### config.mk
export PLATFORM = sky130hd
export DESIGN_NAME = scdt_ctrl
export DESIGN_NICKNAME = d
export VERILOG_FILES = /design/src/seeded_color_data_term_defines.svh /design/src/scdt_pkg.sv /design/src/scdt_ctrl.sv
export SDC_FILE = /design/constraint.sdc
export NUM_CORES = 1
export LEC_CHECK = 0
export ABC_CLOCK_PERIOD_IN_PS = 1700
export BUFFER_PORTS_ARGS = -buffer_cell sky130_fd_sc_hd__buf_2
export CAP_MARGIN = 20
export CORE_AREA = 2 2 39 41
export DETAILED_ROUTE_END_ITERATION = 12
export DIE_AREA = 0 0 41 43
export GPL_ROUTABILITY_DRIVEN = 0
export HOLD_SLACK_MARGIN = 0.06
export PLACE_DENSITY = 0.51
export SLEW_MARGIN = 20
export SYNTH_ARGS = -nofsm -noshare
export SYNTH_HDL_FRONTEND = slang
export SYNTH_SLANG_ARGS = --single-unit
### constraint.sdc
create_clock -name clk -period 1.7 [get_ports clk]
set_clock_uncertainty 0.2 [all_clocks]
set_input_delay 0.255 -clock clk [delete_from_list [all_inputs] [get_ports clk]]
set_output_delay 0.255 -clock clk [all_outputs]
set_load 0.03 [all_outputs]
### src/seeded_color_data_term_defines.svh
// Assertion macros for the top block, which checks itself.
// Both macros sample on clk and are off while rst_n is low.
`ifndef SEEDED_COLOR_DATA_TERM_DEFINES_SVH
`define SEEDED_COLOR_DATA_TERM_DEFINES_SVH

// Same-cycle implication.
`define SCDT_ASSERT_IMP(lbl, ante, cons) \
    lbl: assert property (@(posedge clk) disable iff (!rst_n) (ante) |-> cons) \
        else $error("scdt check failed");

// Next-cycle implication.
`define SCDT_ASSERT_NXT(lbl, ante, cons) \
    lbl: assert property (@(posedge clk) disable iff (!rst_n) (ante) |=> cons) \
        else $error("scdt check failed");

`endif

### src/scdt_pkg.sv
package scdt_pkg;

    // Clusters per table by default
    localparam int MAX_CLUSTERS_DEF = 64;

    // Field widths
    localparam int MODE_W  = 2;
    localparam int SLOT_W  = 6;
    localparam int CHAN_W  = 8;
    localparam int COLOR_W = 3 * CHAN_W;
    localparam int SEED_W  = 2;
    localparam int CNT_W   = 7;
    localparam int NUM_CNT_W = CNT_W + 1;

    // Arithmetic widths
    localparam int D2_W    = 18;               // squared color distance
    localparam int FRAC_W  = 16;               // radicand scale for Q9.8
    localparam int RAD_W   = D2_W + FRAC_W;    // sqrt radicand
    localparam int DIST_W  = RAD_W / 2;        // Q9.8 distance
    localparam int ROOT_REM_W = DIST_W + 1;
    localparam int WGT_W   = 17;               // Q1.16 weight
    localparam int DEN_W   = DIST_W + 1;       // df + db
    localparam int NUM_W   = DEN_W + WGT_W;    // dividend
    localparam int STEP_W  = 5;                // holds DIST_W and WGT_W

    localparam logic [WGT_W-1:0] WGT_HALF = WGT_W'(32768);

    // Input mode codes
    localparam logic [MODE_W-1:0] MODE_LOAD_FORE = 2'd0;
    localparam logic [MODE_W-1:0] MODE_LOAD_BACK = 2'd1;
    localparam logic [MODE_W-1:0] MODE_QUERY     = 2'd2;

    // Seed classes
    localparam logic [SEED_W-1:0] SEED_NONE = 2'd0;
    localparam logic [SEED_W-1:0] SEED_FORE = 2'd1;
    localparam logic [SEED_W-1:0] SEED_BACK = 2'd2;

    // Configuration register indexes
    localparam logic REG_FORE_COUNT = 1'b0;
    localparam logic REG_BACK_COUNT = 1'b1;

    // Controller states
    typedef enum logic [3:0] {
        ST_IDLE,
        ST_SCAN,
        ST_DRAIN_A,
        ST_DRAIN_B,
        ST_ROOT_GO,
        ST_ROOT_WAIT,
        ST_DIV_GO,
        ST_DIV_WAIT,
        ST_FINISH
    } scdt_state_t;

    // Controller to datapath
    typedef struct packed {
        logic capture;
        logic load_fore;
        logic load_back;
        logic scan;
        logic root_start;
        logic div_start;
        logic publish;
    } scdt_cmd_t;

    // Datapath to controller
    typedef struct packed {
        logic scan_last;
        logic root_busy;
        logic div_busy;
    } scdt_stat_t;

endpackage

### src/scdt_ctrl.sv
module scdt_ctrl
    import scdt_pkg::*;
(
    input  logic               clk,
    input  logic               rst_n,
    input  logic               start,
    input  logic [MODE_W-1:0]  mode,
    input  logic [SEED_W-1:0]  seed,
    input  scdt_stat_t         stat,
    output scdt_cmd_t          cmd,
    output logic               busy
);

    scdt_state_t state_reg;
    scdt_state_t state_next;
    logic        accept;

    assign accept = start && (state_reg == ST_IDLE);

    // State register
    always_ff @(posedge clk or negedge rst_n)
    begin
        if (!rst_n)
        begin
            state_reg <= ST_IDLE;
        end
        else
        begin
            state_reg <= state_next;
        end
    end

    // Next state
    always_comb
    begin
        state_next = state_reg;
        case (state_reg)
            ST_IDLE:
            begin
                if (start && (mode == MODE_QUERY))
                begin
                    if ((seed == SEED_FORE) || (seed == SEED_BACK))
                        state_next = ST_FINISH;
                    else
                        state_next = ST_SCAN;
                end
            end
            ST_SCAN:
            begin
                if (stat.scan_last)
                    state_next = ST_DRAIN_A;
            end
            ST_DRAIN_A:   state_next = ST_DRAIN_B;
            ST_DRAIN_B:   state_next = ST_ROOT_GO;
            ST_ROOT_GO:   state_next = ST_ROOT_WAIT;
            ST_ROOT_WAIT:
            begin
                if (!stat.root_busy)
                    state_next = ST_DIV_GO;
            end
            ST_DIV_GO:    state_next = ST_DIV_WAIT;
            ST_DIV_WAIT:
            begin
                if (!stat.div_busy)
                    state_next = ST_FINISH;
            end
            ST_FINISH:    state_next = ST_IDLE;
            default:      state_next = ST_IDLE;
        endcase
    end

    // Commands
    always_comb
    begin
        cmd            = '0;
        cmd.capture    = accept;
        cmd.load_fore  = accept && (mode == MODE_LOAD_FORE);
        cmd.load_back  = accept && (mode == MODE_LOAD_BACK);
        cmd.scan       = (state_reg == ST_SCAN);
        cmd.root_start = (state_reg == ST_ROOT_GO);
        cmd.div_start  = (state_reg == ST_DIV_GO);
        cmd.publish    = (state_reg == ST_FINISH);
        busy           = (state_reg != ST_IDLE);
    end

endmodule
==> metrics.yaml, run 1 <==
status: "finished with violations"
violations: "setup timing"
peakVddDrop_v: 0.000836
synth_area_um2: 389
switchingPower_w: 0.000619
fmax_mhz: 522
vias: 409
cp.arrival_ns: 1.46
diodes: 0
viasPerCell: 4.60
die_x_um: 41
power_frac_comb_pct: 75.3
slew_headroom_pct: 82.9
drt_first_pass_iters: 3
p_clk_share_pct: 9.5
layout.cells.non_filler: 89
synth-seq-cells: 4
clk-insertion-delay-late_ns: 0.24
dr.first_iter.drc_count: 6
ys_types: 24
finalHoldViolCount: 0
power_frac_seq_pct: 15.3
critPathCaptureType: "output port"
dp.cells: 75
cts_buffers: 3
synth_nets: 52
avgSynthCellArea_um2: 9.26
die_area_um2: 1760
ios: 18
required_ns: 1.24
syn_to_final_growth_pct: 83.0
grt-ovfl-total: 0
postLayoutCoreUtil_pct: 51.4
rsz0062_at_grt: "true"
start_kind: "flip-flop"
synth-edff-count: 0
cts_tree: "built"
wire_per_inst_um: 11.3
crit_fanout: 3
antenna_found_initial: 0
hold_class: "in2async"
p_int_w: 0.000779
tightestPinTransition_ns: 0.255
synth_cells: 42
period_share_pct: 113
start_util_pct: 28.1
ys_seq_area_share_pct: 25.7
whs_ns: 0.147
switching_share_pct: 44.3
final-setup-viol-count: 6
period_minus_slack_ns: 1.91
timing.final.ws_setup_ns: -0.215
power.density_nw_per_um2: 1960
track_usage_pct: 13.5
async_reset_ff_share_pct: 100
drive_above_1_share_pct: 67.1
cts_buffer_depth: 2
postRouteAntennaNets: 0
path_clk_slew_ns: 0.04
critical_path_class: "reg2out"
num_rows: 14
p_leak_nw: 0.337
grt_pass1_wl_mm: 1.66
grt_pass1_vias: 388
drv_cap: 0
drt_wl_total_mm: 1.01
cts_root_buf: "clkbuf_4"
die_h_um: 43
dp_hpwl_um: 658
cts_num_sinks: 4
core-area_um2: 1380
grt_max_degree: 12
synth-main-ff-cell: "dfrtp_1"
io_buffers: 17
place_ws_ns: 0.00722
final_max_slew_viol_count: 0
nNetsFinal: 84
drc: 0
yosysWarnings: 0
htree_levels: 1
largest_reg_flops: 4
layout make-up:
cell class              count  area [um^2]
multi-input cells          29          290
fillers                   149          672
clock buffers               4         26.3
repair buffers             32          258
inverters                   4         15.0
well taps                  16         20.0
flip-flops and latches      4          103
worst max-delay path: stages (launching register included):
cell	delay, ns
dfrtp_2	0.41
nor4_4	0.32
nand2_2	0.14
nor3b_4	0.19
buf_6	0.15
final timing paths:
path / endpoint / cells after the start / slack, ns / start
worst max-delay path: cmd[4] / 4 / -0.21 / state_reg[2]
worst min-delay path: state_reg[2] / 2 / 0.15 / rst_n
worst max register to register: state_reg[3] / 6 / 0.15 / state_reg[2]
worst min register to register: state_reg[2] / 2 / 0.48 / state_reg[1]
max in group asynchronous: state_reg[1] / 2 / 1.02 / rst_n
min in group clk: state_reg[1] / 4 / 0.15 / stat[1]
routing by layer:
layer | share of wire, % | wire length, um | track usage (%)
met2 | 49 | 490 | 20.3
met5 | 0 | 0 | 0
met1 | 45 | 452 | 18.6
met3 | 6.6 | 67 | 6.28
met4 | 0 | 0 | 0
cells in the mapped netlist (2+ instances only):
master	count	area share, %
dfrtp_1	4	26
buf_4	2	3.9
nand2_1	2	1.9
a21o_1	2	3.9
inv_1	4	3.9
nand3b_1	2	3.9
buf_6	2	5.8
a21oi_1	5	6.4
nor4b_1	2	4.5
nor3_1	3	3.9
placed cells by master, fill, tap and decap left out, types with 2 or more instances in the layout:
cell type,count
buf_6,10
a21o_1,2
inv_2,3
dfrtp_2,2
nor4b_4,3
nand3b_1,2
buf_2,9
dfrtp_1,2
nand2_1,2
buf_4,12
clkbuf_4,3
nor3_4,2
a21oi_1,5
kinds of logic (layout without fill, tap and decap cells):
kind of cell	count (synthesis)	count (layout)	synth area share, %
compound gates	9	9	14.8
xor+xnor	1	1	2.25
buf+inv	9	40	14.8
flops	4	4	25.7
mux	1	1	2.57
simple gates	18	18	39.9
power by group through the flow:
stage / Combinational (W) / Sequential, W / Clock [W]
2_1_floorplan: 0.000570 / 0.000190 / 0
3_3_place_gp: 0.000697 / 0.000202 / 0
3_5_place_dp: 0.000697 / 0.000201 / 0
4_1_cts: 0.000999 / 0.000208 / 0.000138
5_1_grt: 0.00113 / 0.000221 / 0.000141
6_report: 0.00105 / 0.000213 / 0.000132
timing repair:
item	CTS	global route
hold buffers	1	0
gates resized for setup	26	5
setup endpoints to repair	8	10
endpoints found under the hold margin	4	0
pin swaps	4	3
buffers inserted	7	4
metrics by stage:
step	area, um^2	setup TNS [ns]	total power [W]
6_report	712	-0.749	0.00140
5_1_grt	712	-1.28	0.00149
4_1_cts	688	-0.862	0.00134
3_5_place_dp	508	0	0.000898
3_3_place_gp	508	0	0.000899
2_1_floorplan	410	-0.782	0.000760
No activity file was read; power rests on OpenSTA's default activity.
==> inputs of run 2 (changes only) <==
Settings changed: BUFFER_PORTS_ARGS -buffer_cell sky130_fd_sc_hd__buf_2 to -buffer_cell sky130_fd_sc_hd__clkbuf_2.
==> run 2 against run 1 <==
  * Clock power about the same
  * The flow still finishes with violations (setup timing)
  * Via count up 0.98%
  * Largest power group unchanged
  * First-iteration DRC count unchanged
  * Sequential power about the same
  * Critical path depth stayed put
  * Core utilization rose by 2.2 points
  * Global-route usage shrank 0.40 points
  * Sequential share of layout area fell by 0.58 points
==> metrics.yaml, run 2 (synthesis results as in run 1) <==
dp_hpwl_um: 649  # -1.3%
cts_tree: "built"
start_util_pct: 28.1  # unchanged
cp.arrival_ns: 1.48  # +0.02 ns
cts_buffer_depth: 2  # unchanged
max_stage_delay_ns: 0.42  # about the same
slowest_stage: "dfrtp_2"
layout_commonest_cell: "buf_4"
cts_buffers: 3  # unchanged
power.density_nw_per_um2: 1940  # -0.90%
crit_chain: "nor4_4 -> nand2_2 -> nor3b_4 -> clkbuf_8"
critPathCaptureType: "output port"
final-setup-viol-count: 6  # unchanged
postLayoutCoreUtil_pct: 53.6  # +2.2 points
nNetsFinal: 84  # unchanged
place_ws_ns: -0.0150  # -0.0222 ns
ios: 18  # unchanged
endpoint: "cmd[4]"
rrSetupSlack_ns: 0.09  # -0.06 ns
grt_max_degree: 12  # unchanged
status: "finished with violations"
core-area_um2: 1380  # unchanged
period_share_pct: 114  # +1.0 points
io_buffers: 17  # unchanged
grt_pass1_vias: 385  # -0.77%
diodes: 0  # unchanged
p_total_w: 0.00144  # +3.3%
start_kind: "flip-flop"
cts_root_buf: "clkbuf_4"
vias: 413  # +0.98%
fmax_mhz: 518  # -0.89%
rsz0062_at_grt: "true"
period_minus_slack_ns: 1.93  # +0.0173 ns
startpoint: "state_reg[2]"
peakVddDrop_v: 0.000938  # +12%
drc: 0  # unchanged
final_cell_mix: "11 x buf_4, 9 x clkbuf_2, 5 x a21oi_1, 4 x clkbuf_8, 4 x buf_6"
postRouteAntennaNets: 0  # unchanged
drive_above_1_share_pct: 67.1  # unchanged
rr_worst_depth: 7  # +1
timing.final.ws_setup_ns: -0.232  # -0.0173 ns
cts_num_sinks: 4  # unchanged
antenna_found_initial: 0  # unchanged
violations: "setup timing"
slew_headroom_pct: 83.3  # +0.38 points
drv_cap: 0  # unchanged
tightestPinTransition_ns: 0.250  # -0.00492 ns
timing.rr.end: "state_reg[0]"
cp.depth: 4  # unchanged
wire_per_inst_um: 11.3  # -0.50%
viasPerCell: 4.64  # +0.98%
fillers: 132  # -11%
drt_first_pass_iters: 4  # +1
critical_path_class: "reg2out"
p_leak_nw: 0.352  # +4.3%
syn_to_final_growth_pct: 90.7
cp_num_buf_inv: 1  # unchanged
grt_pass1_wl_mm: 1.59  # -4.5%
required_ns: 1.24  # about the same
cp_top_family: "simple AND/OR/NAND/NOR gates"
final_max_slew_viol_count: 0  # unchanged
track_usage_pct: 13.1  # -0.40 points
htree_levels: 1  # unchanged
dpl_cell_area_um2: 508  # unchanged
design_area_um2: 742  # +4.2%
die_area_um2: 1760  # unchanged
die_x_um: 41  # unchanged
crit-reg2reg-launch: "state_reg[2]"
drt_wl_total_mm: 1.00  # -0.50%
dr.first_iter.drc_count: 6  # unchanged
grt-ovfl-total: 0  # unchanged
path_clk_slew_ns: 0.04  # about the same
finalHoldViolCount: 0  # unchanged
num_rows: 14  # unchanged
largest_reg_flops: 4  # unchanged
die_h_um: 43  # unchanged
crit_fanout: 3  # unchanged
clk-insertion-delay-late_ns: 0.24  # about the same
hold_class: "in2async"
[run 2: worst min-delay path by stage]
stage / from / to / cells after the start
5_1_grt: rst_n / state_reg[2] / 2
3_3_place_gp: rst_n / state_reg[3] / 1
2_1_floorplan: rst_n / state_reg[0] / 0
6_report: rst_n / state_reg[2] / 2
3_5_place_dp: rst_n / state_reg[3] / 1
4_1_cts: rst_n / state_reg[2] / 2
[run 2: metrics by stage]
step	setup TNS, ns	hold slack, ns	instances
6_report	-0.802	0.149	89
5_1_grt	-1.36	0.163	89
4_1_cts	-0.931	0.151	84
3_5_place_dp	-0.0150	-0.132	75
3_3_place_gp	0	-0.133	75
2_1_floorplan	-0.782	-0.241	42
[run 2: report_power, final]
group | leakage (nW) | switching, W | internal, W
Clock | 0.0150 | 0.0000431 | 0.0000884
Combinational | 0.289 | 0.000517 | 0.000583
Sequential | 0.0479 | 0.0000628 | 0.000149
Total | 0.352 | 0.000623 | 0.000820
[run 2: area by class of cell]
class	count	area (um^2)	area share (%)
well taps	16	20.0	2.70
multi-input cells	29	295	39.8
repair buffers	32	283	38.1
inverters	4	15.0	2.02
clock buffers	4	26.3	3.54
flip-flops and latches	4	103	13.8
[run 2: timing repair]
item / 4_1_cts / 5_1_grt
gates resized for setup: 25 / 11
hold endpoints to repair: 4 / 0
pin swaps: 4 / 2
setup endpoints to repair: 8 / 8
buffers inserted: 5 / 6
hold buffers: 1 / 0
[run 2: per-layer routing]
metal,global-route usage [%],routed length [um],vias up
li1,-,-,214
met4,0,0,0
met5,0,0,-
met3,6.28,85,0
met2,20.3,497,18
met1,17.3,421,181
==> inputs of run 3 (changes only) <==
Settings changed: REMOVE_ABC_BUFFERS from default to 1.
==> run 3 against run 2 <==
  * The run still ends with setup timing left
  * Worst setup slack gained 0.044 ns
  * Fmax rose by 2.3%
  * Core utilization down 2.5 points
  * Non-clock buffer count decreased by 1
  * Critical endpoint unchanged
  * Largest power group unchanged
  * Design area decreased by 4.7%
  * Count of clock-buffer cells in the layout shrank 1
  * Die area stayed put
  * First-iteration DRC count shrank 67%
  * Combinational power fell by 4%
  * Routed wire length rose by 0.20%
  * Final cell count down 2.2%
==> metrics.yaml, run 3 (synthesis results as in run 1) <==
top_layer_used: "met4"
num_rows: 14  # unchanged
seqCellArea_um2: 103  # unchanged
track_usage_pct: 12.5  # -0.62 points
peakVddDrop_v: 0.000779  # -17%
setup_tns_ns: -0.653  # +0.149 ns
finalHoldViolCount: 0  # unchanged
htree_levels: 1  # unchanged
wirelength_met1_um: 425  # +0.95%
drv_cap: 0  # unchanged
ios: 18  # unchanged
max_stage_delay_ns: 0.42  # about the same
die_x_um: 41  # unchanged
slowest_stage: "dfrtp_2"
hold_class: "in2reg"
timing.final.ws_setup_ns: -0.188  # +0.0437 ns
grt_pass1_vias: 388  # +0.78%
largest_reg_flops: 4  # unchanged
cts_buffer_depth: 2  # unchanged
dp.cells: 76  # +1.3%
drt_wl_total_mm: 1.01  # +0.20%
cts_tree: "built"
tightestPinTransition_ns: 0.244  # -0.00610 ns
drt_first_pass_iters: 4  # unchanged
final-setup-viol-count: 8  # +2
grt-ovfl-total: 0  # unchanged
layout.cells.non_filler: 87  # -2.2%
drive_above_1_share_pct: 67.6  # +0.48 points
cts_num_sinks: 4  # unchanged
crit_chain: "nor4_4 -> nand2_2 -> nor3b_2 -> clkbuf_8"
start_util_pct: 28.1  # unchanged
period_minus_slack_ns: 1.89  # -0.0437 ns
viasPerCell: 4.71  # +1.6%
vias: 410  # -0.73%
critical_path_class: "reg2out"
grt_max_degree: 9  # -3
p_total_w: 0.00140  # -2.7%
clk-insertion-delay-late_ns: 0.24  # about the same
required_ns: 1.24  # about the same
p_leak_nw: 0.337  # -4.3%
rsz0062_at_grt: "true"
critPathCaptureType: "output port"
crit_fanout: 3  # unchanged
wl_met3_um: 50  # -41%
drc: 0  # unchanged
antenna_found_initial: 0  # unchanged
grt_pass1_wl_mm: 1.48  # -6.6%
die_area_um2: 1760  # unchanged
dr_wl_met2_um: 510  # +2.6%
diodes: 0  # unchanged
status: "finished with violations"
cts_buffers: 3  # unchanged
syn_to_final_growth_pct: 81.7
start_kind: "flip-flop"
layout_commonest_cell: "buf_4"
final_max_slew_viol_count: 0  # unchanged
wire_per_inst_um: 11.6  # +2.5%
io_buffers: 17  # unchanged
final_cell_mix: "12 x buf_4, 9 x clkbuf_2, 5 x a21oi_1, 4 x buf_6"
multi_input_area_um2: 282  # -4.7%
fillers: 141  # +6.8%
cp.arrival_ns: 1.43  # -0.05 ns
dp_hpwl_um: 676  # +4.1%
slew_headroom_pct: 83.7  # +0.41 points
power.density_nw_per_um2: 1990  # +2.1%
die_h_um: 43  # unchanged
nNetsFinal: 83  # -1.2%
dr.first_iter.drc_count: 2  # -4
path_clk_slew_ns: 0.04  # about the same
cts_root_buf: "clkbuf_4"
violations: "setup timing"
period_share_pct: 111  # -2.6 points
postRouteAntennaNets: 0  # unchanged
core-area_um2: 1380  # unchanged
fmax_mhz: 530  # +2.3%
[run 3: what timing repair did]
item / 4_1_cts / 5_1_grt
resized for setup: 22 / 15
hold endpoints to repair: 4 / 0
pin swaps: 4 / 5
buffers inserted: 3 / 6
hold buffers: 1 / 0
setup endpoints to repair: 8 / 8
[run 3: path summary, 6_finish.rpt]
kind | cells past startpoint | to | startpoint | slack, ns
min reg2reg | 2 | state_reg[1] | state_reg[3] | 0.51
max | 4 | cmd[4] | state_reg[2] | -0.19
min | 4 | state_reg[1] | stat[1] | 0.15
max reg2reg | 7 | state_reg[3] | state_reg[2] | 0.01
min in group asynchronous | 2 | state_reg[3] | rst_n | 0.17
max in group asynchronous | 2 | state_reg[2] | rst_n | 0.97
[run 3: cell type report]
type / count / share of cell area (%)
clock buffers: 3 / 3.19
inverters: 4 / 2.48
multi-input cells: 29 / 39.8
flip-flops and latches: 4 / 14.5
well taps: 16 / 2.83
repair buffers: 31 / 37.2
[run 3: layer usage]
metal	GRT usage (%)	vias up
li1	-	207
met1	14.9	185
met2	19.7	16
met3	1.57	2
met4	8.00	0
met5	0	-
[run 3: critical path, delay by kind of cell, from the launching register on]
kind / cells / cell delay, ns
buffers and inverters: 1 / 0.18
and+or+nand+nor: 3 / 0.60
DFF: 1 / 0.42
[run 3: stage by stage]
stage / setup WS [ns] / hold slack (ns) / instance area, um^2 / utilization [%]
after floorplan: -0.491 / -0.241 / 347 / -
after global placement: -0.00537 / -0.133 / 497 / 35.9
after detailed placement: -0.0562 / -0.133 / 497 / 35.9
after CTS: -0.190 / 0.144 / 634 / 45.8
after global routing: -0.270 / 0.179 / 707 / 51.1
final: -0.188 / 0.146 / 707 / 51.1
[run 3: where the power goes]
group          switching, W  internal [W]
logic              0.000502      0.000561
registers         0.0000703      0.000149
clock network     0.0000428     0.0000793
total              0.000615      0.000789
